**config.mk**
```make
export PLATFORM = sky130hd
export DESIGN_NAME = text_line_to_mouse_report_top
export DESIGN_NICKNAME = d
export VERILOG_FILES = /design/src/hdl/tlmr_pkg.sv /design/src/hdl/tlmr_in_reg.sv /design/src/hdl/tlmr_parse.sv /design/src/hdl/tlmr_out_reg.sv /design/src/hdl/text_line_to_mouse_report_top.sv
export SDC_FILE = /design/constraint.sdc
export NUM_CORES = 1
export LEC_CHECK = 0
export ABC_AREA = 0
export CAP_MARGIN = 20
export CORE_UTILIZATION = 35
export CTS_CLUSTER_DIAMETER = 120
export DETAILED_ROUTE_END_ITERATION = 12
export DONT_BUFFER_PORTS = 1
export PLACE_DENSITY = 0.46
export SYNTH_ARGS = -nofsm -noshare
export SYNTH_HDL_FRONTEND = slang
export SYNTH_SLANG_ARGS = --single-unit
```
**constraint.sdc**
```tcl
create_clock -name clk -period 6.1 [get_ports clk]
set_clock_uncertainty 0.1 [all_clocks]
set_input_delay 0.61 -clock clk [delete_from_list [all_inputs] [get_ports clk]]
set_output_delay 0.61 -clock clk [all_outputs]
set_load 0.05 [all_outputs]
```
**src/hdl/tlmr_pkg.sv**
```systemverilog
// ----------------------------------------------------------------------------
// tlmr_pkg: shared types and constants of the text line to mouse report block
// Character codes, parser phases and the item and report beat structures.
// ----------------------------------------------------------------------------
`default_nettype none

package tlmr_pkg;

	// Character codes recognised by the parser.
	localparam logic [7:0] CH_NUL   = 8'h00;
	localparam logic [7:0] CH_TAB   = 8'h09;
	localparam logic [7:0] CH_LF    = 8'h0A;
	localparam logic [7:0] CH_VT    = 8'h0B;
	localparam logic [7:0] CH_FF    = 8'h0C;
	localparam logic [7:0] CH_CR    = 8'h0D;
	localparam logic [7:0] CH_SPACE = 8'h20;
	localparam logic [7:0] CH_PLUS  = 8'h2B;
	localparam logic [7:0] CH_MINUS = 8'h2D;
	localparam logic [7:0] CH_SLASH = 8'h2F;
	localparam logic [7:0] CH_ZERO  = 8'h30;
	localparam logic [7:0] CH_NINE  = 8'h39;
	localparam logic [7:0] CH_PIPE  = 8'h7C;

	// Magnitude saturation point (2^31).
	localparam logic [31:0] SAT_MAG = 32'h8000_0000;
	localparam logic [31:0] POS_MAX = 32'h7FFF_FFFF;

	// Index of the field being parsed after the pipe.
	localparam logic [1:0] FLD_BUTTONS = 2'd0;
	localparam logic [1:0] FLD_X       = 2'd1;
	localparam logic [1:0] FLD_Y       = 2'd2;
	localparam logic [1:0] FLD_WHEEL   = 2'd3;

	// Parser phase.
	typedef enum logic [2:0] {
		PH_SEEK,
		PH_BLANK,
		PH_NUM,
		PH_VALID,
		PH_DEAD
	} phase_t;

	// One input beat.
	typedef struct packed {
		logic [7:0] rx_byte;
		logic       host_mounted;
		logic       link_ready;
	} item_t;

	// One report beat.
	typedef struct packed {
		logic        [7:0]  buttons;
		logic signed [15:0] move_x;
		logic signed [15:0] move_y;
		logic signed [7:0]  wheel_move;
	} report_t;

endpackage

`default_nettype wire

```
**src/hdl/tlmr_in_reg.sv**
```systemverilog
// ----------------------------------------------------------------------------
// tlmr_in_reg: input register stage
// Captures one input beat and holds it until the parser takes it.
// ----------------------------------------------------------------------------
`default_nettype none

module tlmr_in_reg (
	input  wire            clk,
	input  wire            arst_n,
	input  wire            in_valid,
	output logic           in_stall,
	input  tlmr_pkg::item_t in_item,
	input  wire            take,
	output logic           valid_s1,
	output tlmr_pkg::item_t item_s1
);
	import tlmr_pkg::*;

	logic accept;

	// The stage is stalled only when it holds a beat the parser cannot take.
	assign in_stall = valid_s1 && !take;
	assign accept   = in_valid && !in_stall;

	// Valid flag of the stage.
	always_ff @(posedge clk or negedge arst_n) begin
		if (!arst_n) begin
			valid_s1 <= 1'b0;
		end else if (accept) begin
			valid_s1 <= 1'b1;
		end else if (take) begin
			valid_s1 <= 1'b0;
		end
	end

	// Payload needs no reset.
	always_ff @(posedge clk) begin
		if (accept) begin
			item_s1 <= in_item;
		end
	end

endmodule

`default_nettype wire

```
**src/hdl/tlmr_parse.sv**
```systemverilog
// ----------------------------------------------------------------------------
// tlmr_parse: per-byte line parser and report builder
// Holds the line state and carry-over, and updates them once per beat taken.
// ----------------------------------------------------------------------------
`default_nettype none

module tlmr_parse #(
	parameter int LINE_BYTES = 128
) (
	input  wire              clk,
	input  wire              arst_n,
	input  wire              valid_s1,
	input  tlmr_pkg::item_t  item_s1,
	input  wire              out_free,
	output logic             fire,
	output logic             res_load,
	output tlmr_pkg::report_t report
);
	import tlmr_pkg::*;

	localparam int LEN_W = $clog2(LINE_BYTES);
	localparam logic [LEN_W-1:0] LEN_LAST = LEN_W'(LINE_BYTES - 1);

	// State registers and their next values.
	logic [LEN_W-1:0] len_q, len_d;
	phase_t           phase_q, phase_d;
	logic [1:0]       fld_q, fld_d;
	logic             neg_q, neg_d;
	logic             seen_q, seen_d;
	logic [31:0]      mag_q, mag_d;
	logic [7:0]       held_btn_q, held_btn_d;
	logic [15:0]      held_x_q, held_x_d;
	logic [15:0]      held_y_q, held_y_d;
	logic [15:0]      carry_x_q, carry_x_d;
	logic [15:0]      carry_y_q, carry_y_d;
	logic [7:0]       carry_w_q, carry_w_d;

	logic [7:0]  c;
	logic        is_eol;
	logic        is_digit;
	logic        is_blank;
	logic        line_ok;
	logic        res_gen;
	logic [35:0] prod;
	logic [31:0] mag_dig;
	logic [31:0] num_val;

	assign c        = item_s1.rx_byte;
	assign is_eol   = (c == CH_LF) || (c == CH_CR);
	assign is_digit = (c >= CH_ZERO) && (c <= CH_NINE);
	assign is_blank = (c == CH_SPACE) || (c == CH_TAB) || (c == CH_VT) || (c == CH_FF);

	// Line is valid when the wheel value is complete.
	assign line_ok = (phase_q == PH_VALID) ||
			((phase_q == PH_NUM) && (fld_q == FLD_WHEEL) && seen_q);

	// Decimal accumulate: magnitude times ten plus the digit, saturated at 2^31.
	assign prod = ({4'd0, mag_q} << 3) + ({4'd0, mag_q} << 1) + {32'd0, c[3:0]};
	assign mag_dig = (prod > {4'd0, SAT_MAG}) ? SAT_MAG : prod[31:0];

	// Signed value of the number, saturated to the 32-bit range.
	assign num_val = neg_q ? (32'd0 - mag_q) : (mag_q[31] ? POS_MAX : mag_q);

	// A report is due when a valid line ends while mounted and the link is ready.
	assign res_gen = is_eol && (len_q != '0) && line_ok &&
			item_s1.host_mounted && item_s1.link_ready;

	assign fire     = valid_s1 && (out_free || !res_gen);
	assign res_load = fire && res_gen;

	// Report fields from the held values and the carry-over.
	assign report.buttons    = held_btn_q;
	assign report.move_x     = held_x_q + carry_x_q;
	assign report.move_y     = held_y_q + carry_y_q;
	assign report.wheel_move = num_val[7:0] + carry_w_q;

	// Next state for one character.
	always_comb begin
		len_d      = len_q;
		phase_d    = phase_q;
		fld_d      = fld_q;
		neg_d      = neg_q;
		seen_d     = seen_q;
		mag_d      = mag_q;
		held_btn_d = held_btn_q;
		held_x_d   = held_x_q;
		held_y_d   = held_y_q;
		carry_x_d  = carry_x_q;
		carry_y_d  = carry_y_q;
		carry_w_d  = carry_w_q;

		if (is_eol) begin
			if ((len_q != '0) && line_ok && item_s1.host_mounted) begin
				if (item_s1.link_ready) begin
					carry_x_d = '0;
					carry_y_d = '0;
					carry_w_d = '0;
				end else begin
					carry_x_d = carry_x_q + held_x_q;
					carry_y_d = carry_y_q + held_y_q;
					carry_w_d = carry_w_q + num_val[7:0];
				end
			end
			len_d   = '0;
			phase_d = PH_SEEK;
			neg_d   = 1'b0;
			seen_d  = 1'b0;
			mag_d   = '0;
		end else if (len_q < LEN_LAST) begin
			len_d = len_q + 1'b1;
			if (c == CH_NUL) begin
				// NUL ends the parsed text of the line.
				if (phase_q != PH_VALID) begin
					phase_d = line_ok ? PH_VALID : PH_DEAD;
				end
			end else begin
				unique case (phase_q)
					PH_SEEK: begin
						if (c == CH_PIPE) begin
							phase_d = PH_BLANK;
							fld_d   = FLD_BUTTONS;
						end
					end
					PH_BLANK: begin
						if (is_blank) begin
							phase_d = PH_BLANK;
						end else if ((c == CH_PLUS) || (c == CH_MINUS)) begin
							neg_d   = (c == CH_MINUS);
							phase_d = PH_NUM;
						end else if (is_digit) begin
							mag_d   = {28'd0, c[3:0]};
							seen_d  = 1'b1;
							phase_d = PH_NUM;
						end else begin
							phase_d = PH_DEAD;
						end
					end
					PH_NUM: begin
						if (is_digit) begin
							mag_d  = mag_dig;
							seen_d = 1'b1;
						end else if (!seen_q) begin
							phase_d = PH_DEAD;
						end else if (fld_q == FLD_WHEEL) begin
							phase_d = PH_VALID;
						end else if (c == CH_SLASH) begin
							case (fld_q)
								FLD_BUTTONS: held_btn_d = num_val[7:0];
								FLD_X:       held_x_d   = num_val[15:0];
								default:     held_y_d   = num_val[15:0];
							endcase
							neg_d   = 1'b0;
							seen_d  = 1'b0;
							mag_d   = '0;
							fld_d   = fld_q + 2'd1;
							phase_d = PH_BLANK;
						end else begin
							phase_d = PH_DEAD;
						end
					end
					PH_VALID, PH_DEAD: begin
						phase_d = phase_q;
					end
					default: begin
						phase_d = PH_DEAD;
					end
				endcase
			end
		end else begin
			// Overlong line: drop the character and restart.
			len_d   = '0;
			phase_d = PH_SEEK;
			neg_d   = 1'b0;
			seen_d  = 1'b0;
			mag_d   = '0;
		end
	end

	// State register, updated when a beat is taken.
	always_ff @(posedge clk or negedge arst_n) begin
		if (!arst_n) begin
			len_q      <= '0;
			phase_q    <= PH_SEEK;
			fld_q      <= FLD_BUTTONS;
			neg_q      <= 1'b0;
			seen_q     <= 1'b0;
			mag_q      <= '0;
			held_btn_q <= '0;
			held_x_q   <= '0;
			held_y_q   <= '0;
			carry_x_q  <= '0;
			carry_y_q  <= '0;
			carry_w_q  <= '0;
		end else if (fire) begin
			len_q      <= len_d;
			phase_q    <= phase_d;
			fld_q      <= fld_d;
			neg_q      <= neg_d;
			seen_q     <= seen_d;
			mag_q      <= mag_d;
			held_btn_q <= held_btn_d;
			held_x_q   <= held_x_d;
			held_y_q   <= held_y_d;
			carry_x_q  <= carry_x_d;
			carry_y_q  <= carry_y_d;
			carry_w_q  <= carry_w_d;
		end
	end

endmodule

`default_nettype wire

```
**src/hdl/tlmr_out_reg.sv**
```systemverilog
// ----------------------------------------------------------------------------
// tlmr_out_reg: report output register
// Holds one report beat until the receiver takes it.
// ----------------------------------------------------------------------------
`default_nettype none

module tlmr_out_reg (
	input  wire               clk,
	input  wire               arst_n,
	input  wire               res_load,
	input  tlmr_pkg::report_t report,
	input  wire               out_stall,
	output logic              valid_s2,
	output logic              out_free,
	output tlmr_pkg::report_t rpt_s2
);
	import tlmr_pkg::*;

	// The register can be loaded when empty or when its beat leaves now.
	assign out_free = !valid_s2 || !out_stall;

	always_ff @(posedge clk or negedge arst_n) begin
		if (!arst_n) begin
			valid_s2 <= 1'b0;
		end else if (res_load) begin
			valid_s2 <= 1'b1;
		end else if (!out_stall) begin
			valid_s2 <= 1'b0;
		end
	end

	// Payload needs no reset.
	always_ff @(posedge clk) begin
		if (res_load) begin
			rpt_s2 <= report;
		end
	end

endmodule

`default_nettype wire

```
**src/hdl/text_line_to_mouse_report_top.sv**
```systemverilog
// ----------------------------------------------------------------------------
// text_line_to_mouse_report_top: serial text line to mouse report converter
// Path: a line end is held in the input register, then its report in the output register.
// Throughput: one byte per cycle while a waiting report does not stall the parser.
// Reset: asynchronous; clears the line state, carry-over and both stages.
// ----------------------------------------------------------------------------
`default_nettype none

module text_line_to_mouse_report_top #(
	parameter int LINE_BYTES = 128
) (
	input  wire               clk,
	input  wire               arst_n,
	input  wire               in_valid,
	output logic              in_stall,
	input  wire  [7:0]        rx_byte,
	input  wire               host_mounted,
	input  wire               link_ready,
	output logic              out_valid,
	input  wire               out_stall,
	output logic [7:0]        buttons,
	output logic signed [15:0] move_x,
	output logic signed [15:0] move_y,
	output logic signed [7:0] wheel_move
);
	import tlmr_pkg::*;

	item_t   in_item;
	item_t   item_s1;
	logic    valid_s1;
	logic    fire;
	logic    res_load;
	logic    out_free;
	report_t report;
	report_t rpt_s2;

	assign in_item.rx_byte      = rx_byte;
	assign in_item.host_mounted = host_mounted;
	assign in_item.link_ready   = link_ready;

	// Input register stage.
	tlmr_in_reg u_in_reg (
		.clk      (clk),
		.arst_n   (arst_n),
		.in_valid (in_valid),
		.in_stall (in_stall),
		.in_item  (in_item),
		.take     (fire),
		.valid_s1 (valid_s1),
		.item_s1  (item_s1)
	);

	// Parser and carry-over state.
	tlmr_parse #(
		.LINE_BYTES (LINE_BYTES)
	) u_parse (
		.clk      (clk),
		.arst_n   (arst_n),
		.valid_s1 (valid_s1),
		.item_s1  (item_s1),
		.out_free (out_free),
		.fire     (fire),
		.res_load (res_load),
		.report   (report)
	);

	// Report output register.
	tlmr_out_reg u_out_reg (
		.clk       (clk),
		.arst_n    (arst_n),
		.res_load  (res_load),
		.report    (report),
		.out_stall (out_stall),
		.valid_s2  (out_valid),
		.out_free  (out_free),
		.rpt_s2    (rpt_s2)
	);

	assign buttons    = rpt_s2.buttons;
	assign move_x     = rpt_s2.move_x;
	assign move_y     = rpt_s2.move_y;
	assign wheel_move = rpt_s2.wheel_move;

	// A report is never loaded over one that is still waiting.
	a_no_overwrite: assert property (@(posedge clk) disable iff (!arst_n)
		res_load |-> (!out_valid || !out_stall))
		else $error("report loaded over a waiting report beat");

	// The input side stalls only while the input stage holds a beat.
	a_stall_needs_item: assert property (@(posedge clk) disable iff (!arst_n)
		in_stall |-> valid_s1)
		else $error("input stalled with an empty input stage");

	// A new report appears only after the parser loaded one.
	a_report_origin: assert property (@(posedge clk) disable iff (!arst_n)
		$rose(out_valid) |-> $past(res_load))
		else $error("report beat appeared without a parser load");

	// The parser takes a beat only while the input stage holds one.
	a_take_needs_item: assert property (@(posedge clk) disable iff (!arst_n)
		fire |-> valid_s1)
		else $error("parser took a beat from an empty input stage");

endmodule

`default_nettype wire
```
# Word level (Yosys, flattened, before mapping)
# Index checks and enable logic that the tools add are counted.
# Widths: inputs -> output; s select.
# word_totals
word_cells	185
regBits	186
# op_classes
eq_ne	40
n_addsub	8
n_reduce_logical	43
magnitude_cmp	4
muxes	64
bitwise	5
# op_table
cell	count
$mux 32	11
$mux 16	4
$pmux 32 s2	1
$eq 8x4->1 const B	5
$reduce_and 10->1	4
$mux 3	13
$add 35x33->36	1
$add 36x4->36	1
$gt 36x32->1 const B	1
$add 16x16->16	2
$eq 8x6->1 const B	4
$ne 4x3->1 const B	8
$mux 1	23
$reduce_and 9->1	2
$sub 1x16->16 const A	1
$mux 7	2
$logic_and 1x1->1	13
$ne 4x2->1 const B	3
$pmux 3 s4	1
$mux 2	5
$ne 5x3->1 const B	2
$ne 5x4->1 const B	2
$add 8x8->8	1
$eq 8x7->1 const B	1
other kinds (29)	53

# Depth between registers and ports, before layout
# logic_depth
depth_word	15
mapped_depth	15
depth_no_buf	14

# Cells and area by module
# Synthesis repeated with hierarchy kept, for this count alone.
# hier_totals
cells_unflattened	1140
hier_area_um2	11484.8
# by_module_without_submodules
mod	cells_per_inst	seq_area_each_um2	area_each_um2	instances
tlmr_parse	1074	3153.0	9649.3	1
tlmr_out_reg	51	1466.4	1477.7	1
tlmr_in_reg	15	325.3	357.8	1

# Worst setup path after synthesis
# Ideal clock, no wire load.
# synth_path
path_kind	flip-flop to flip-flop
startpoint	reg, netlist name u_in_reg.item_s1[3]
endpoint	reg, netlist name u_out_reg.rpt_s2[0]
arrival_time_ns	4.140
slack_ns	1.405
t_required_ns	5.545
path_stages_with_launch	10
period_less_slack_ns	4.695
setup_time_ns	0.455
path_cell_list	edfxtp_1 -> clkbuf_1 -> and3b_1 -> a21oi_1 -> nor4_2 -> nand4_1 -> or2_2 -> clkbuf_1 -> clkbuf_1 -> nor2_1
# synth_between
elab_chain_len	10
elab_cells_between_ends	11
# synth_rtl
element	line_no	text
$eq 8x4->1	tlmr_parse.sv:49	assign is_eol = (c == CH_LF) || (c == CH_CR);
$logic_or 1x1->1 *	tlmr_parse.sv:49	
$logic_and 1x1->1 * (3 in series)	tlmr_parse.sv:65	assign res_gen = is_eol && (len_q != '0) && line_ok &&
$logic_and 1x1->1 *	tlmr_parse.sv:66	item_s1.host_mounted && item_s1.link_ready;
$logic_not 1->1	tlmr_parse.sv:68	assign fire = valid_s1 && (out_free || !res_gen);
$logic_or 1x1->1	tlmr_parse.sv:68	
$logic_and 1x1->1	tlmr_parse.sv:68	
$logic_and 1x1->1 *	tlmr_parse.sv:69	assign res_load = fire && res_gen;
named net res_load	text_line_to_mouse_report_top.sv:32	logic res_load;
# The timed path passes the listed nets; every way through them passes the cells marked *.
# A chain may end at the register's enable or synchronous reset.

# Worst setup path in the final report
# layout_path
startpoint	reg, netlist name u_in_reg.item_s1[5]
endpoint	reg u_parse.mag_q[27]
# layout_between
elab_chain_len	10
elab_cells_between_ends	42
# layout_rtl
element	line_no	text
parallel branches: the longest is 10 deep, another holds $add 36x4->36	n/a	
to (signal assigned)	tlmr_parse.sv:200	mag_q <= mag_d;
to (decl)	tlmr_parse.sv:30	logic [31:0] mag_q, mag_d;
# Several ways; the timed one is not identified. The select of a mux whose other input is x is not followed.

==> flow_metrics.tcl <==
set metrics [dict create \
    dp.cells 1603 \
    chipWidth_um 185 \
    insertion_delay_ns 0.45 \
    finalSetupViolations 0 \
    ant_nets 0 \
    yosysTopAreaCellShare_pct 27.3 \
    synth.largest_area_cell "dfrtp_1" \
    crit_arrival_ns 5.21 \
    reg2reg_slack_ns 1.15 \
    critPathBufInv 3 \
    core_region_area_sq_um 32800 \
    syn_avg_cell_area_sq_um 9.82 \
    cellPowerDensity_nw_per_um2 238 \
    antenna_found_initial 0 \
    worstMarginPinSlew_ns 0.917 \
    finalWorstSetupSlack_ns 1.15 \
    final_core_util_pct 39.1 \
    slew_violations 0 \
    timing.fmax_ghz 0.202 \
    ys_seq_area_share_pct 42.1 \
    grt.overflow.total 0 \
    gp_routability_congestion 0.848 \
    critPathKind "register to register" \
    path_cells "inv_1, fa_1, inv_1, ha_1, a211oi_1, o211a_1, o21bai_1, o21a_1, xor2_1, or3_1, or4_1, nor4_1, a21oi_2, buf_4, o31ai_2" \
    slew_headroom_pct 38.2 \
    wl_per_cell_um 17.5 \
    cts_root_buffer "clkbuf_16" \
    area_growth_pct 9.12 \
    routed_wl_um 28600 \
    syn_inst 1196 \
    io_pins 64 \
    initial_core_util_pct 35.8 \
    hold_violations 0 \
    dpl.hpwl_um 21100 \
    grt_pass1_wl_um 47300 \
    setup_tns_ns 0 \
    pre_cts_ws_ns 1.15 \
    crit_path_start_kind "register" \
    crit_family "compound AO/OA/AOI/OAI gates" \
    stdcell_count 1636 \
    clkPwrFrac_pct 37.6 \
    drive_gt1_share_pct 8.88 \
    synth_cell_types 75 \
    ys.flop_type "dfrtp_1" \
    grt_max_degree 129 \
    die_y_um 185 \
    internal_power_mw 2.12 \
    dr.pass1.iters 5 \
    synthTopCellsByArea "dfrtp_1 (27%), edfxtp_1 (15%), ha_1 (11%), nand2_1 (4.6%), mux2_2 (4.1%)" \
    syn-cell-area_sq_um 11700 \
    cts_tree "done" \
    switching_share_pct 30.6 \
    period_minus_slack_ns 4.95 \
    port_buffers 0 \
    drt-initial-drc-count 430 \
    hold_class "primary input to asynchronous set/reset pin" \
    crit_slowest_cell "fa_1" \
    vias 8771 \
    synth_nets 1321 \
    grtUsageTotal_pct 17.8 \
    h-tree-depth 4 \
    clock_sinks 186 \
    grt_pass1_vias 8662 \
    combPwrFrac_pct 16.4 \
    worstPathMaxFanout 16 \
    seqPwrFrac_pct 46.0 \
    max_cap_viol_count 0 \
    rows 66 \
    power_leakage_nw 6.04 \
    die_area_sq_um 34300 \
    drc_errors 0 \
    cts_resized 0 \
    rsz0062_at_grt "false" \
    path_clk_slew_ns 0.08 \
    outcome "complete, no violations" \
    synth_edf_count 58 \
    ir_worst_vdd_v 0.000186 \
    yosysWarnings 0 \
    fin_crit_sh_pct 81.2 \
    async_reset_ff_share_pct 68.8 \
    cp_common_cell "inv_1" \
    worstPathRequired_ns 6.36 \
    cts_buffer_depth 2 \
    worstSetupEndpointType "register" \
    switchingPower_uw 933 \
    antenna_cells 0 \
    cts-buffers-inserted 17 \
    ys_seq_elements 186 \
    cpPeakStageDelay_ns 0.61 \
    avgViaCountPerCell 5.36 \
    nets 1306 \
]
==> synthesized netlist by cell type, drive strengths merged, types with 7 or more instances <==
cell type / number
a211oi: 9
a21o: 33
a21oi: 88
a22o: 22
a31oi: 8
and2: 8
and3: 15
buf: 7
clkbuf: 36
dfrtp: 128
edfxtp: 58
ha: 106
inv: 44
mux2: 43
nand2: 144
nand2b: 14
nand3: 21
nand4: 14
nor2: 66
nor2b: 9
nor3: 30
nor4: 8
o211ai: 10
o21ai: 95
o21bai: 8
o31ai: 15
or3: 11
xnor2: 32
xor2: 28
==> worst register-to-register path, delay by kind of cell, from the launching register on <==
kind / cells / cell delay (ns)
adder cells (fa/ha/maj): 2 / 0.91
XOR/XNOR: 1 / 0.18
flip-flops: 1 / 0.45
buffers and inverters: 3 / 0.51
AND/OR/NAND/NOR: 3 / 1.19
AO/OA/AOI/OAI: 6 / 1.54
==> worst paths after layout <==
check	startpoint	to	depth (start not counted)
max	u_in_reg.item_s1[5]	u_parse.mag_q[27]	15
min	arst_n	u_parse.phase_q[2]	1
max reg2reg	u_in_reg.item_s1[5]	u_parse.mag_q[27]	15
min reg2reg	u_parse.held_btn_q[4]	u_out_reg.rpt_s2[44]	0
max in group asynchronous	arst_n	u_parse.held_x_q[11]	1
min in group clk	rx_byte[5]	u_in_reg.item_s1[7]	0
==> placed cells by master (no fill, tap or decap), types with 22 or more instances in the layout <==
master and count:
nor2_1 65, nand2_1 144, edfxtp_1 58, ha_1 106, mux2_2 43, xnor2_1 32, a21oi_1 86, dfrtp_1 128
nor3_1 29, o21ai_0 67, a21o_1 33, a22o_1 22, xor2_1 28, inv_1 44, o21ai_1 27
==> area by class of cell <==
| class | count | area (sq um) |
|---|---|---|
| fill | 3282 | 20000 |
| inverter | 44 | 165 |
| clock buffer | 17 | 425 |
| clock inverter | 15 | 175 |
| timing repair buffer | 9 | 87.6 |
| multi-input combinational | 923 | 6470 |
| sequential | 186 | 4940 |
| tap | 442 | 553 |
==> metrics by stage <==
| step | instance area, sq um | hold WS [ns] | power (mW) |
|---|---|---|---|
| detailed placement | 12200 | 0.221 | 1.92 |
| floorplan | 11700 | 0.214 | 1.79 |
| global placement | 12200 | 0.221 | 1.91 |
| global route | 12800 | 0.0814 | 3.23 |
| CTS | 12800 | 0.0529 | 3.11 |
| finish | 12800 | 0.0396 | 3.05 |
==> state kept, by name, indices dropped and copies added, names as in the netlist, 3 cells and up <==
signal              count
u_parse.held_y_q       16
u_parse.phase_q         3
u_out_reg.rpt_s2       48
u_parse.held_btn_q      8
u_in_reg.item_s1       10
u_parse.mag_q          32
u_parse.carry_y_q      16
u_parse.held_x_q       16
u_parse.carry_w_q       8
u_parse.carry_x_q      16
u_parse.len_q           7
==> power groups by stage <==
stage	sequential [mW]	combinational [mW]	clock, mW
finish	1.40	0.501	1.15
global route	1.41	0.571	1.24
CTS	1.40	0.512	1.19
detailed placement	1.43	0.488	0
global placement	1.43	0.488	0
floorplan	1.40	0.394	0
==> cell families after synthesis <==
group | after synthesis | synth area share (%)
compound gates | 344 | 19.3
xor+xnor | 60 | 4.47
fa+ha+maj | 111 | 12.1
buf+inv | 87 | 3.02
flops | 186 | 42.1
mux | 46 | 4.38
simple gates | 362 | 14.6
==> routing by layer <==
| layer | vias to the layer above | GRT usage [%] | wire [um] |
|---|---|---|---|
| met4 | 0 | 5.52 | 474 |
| met3 | 30 | 2.77 | 606 |
| met5 | - | 0 | 0 |
| li1 | 4387 | - | - |
| met2 | 122 | 28.3 | 13100 |
| met1 | 4232 | 24.6 | 14300 |
==> timing repair <==
item	4_1_cts	5_1_grt
hold endpoints to repair	128	0
hold buffers	1	0
setup buffers	0	0
Power figures use the tool's default switching activity.
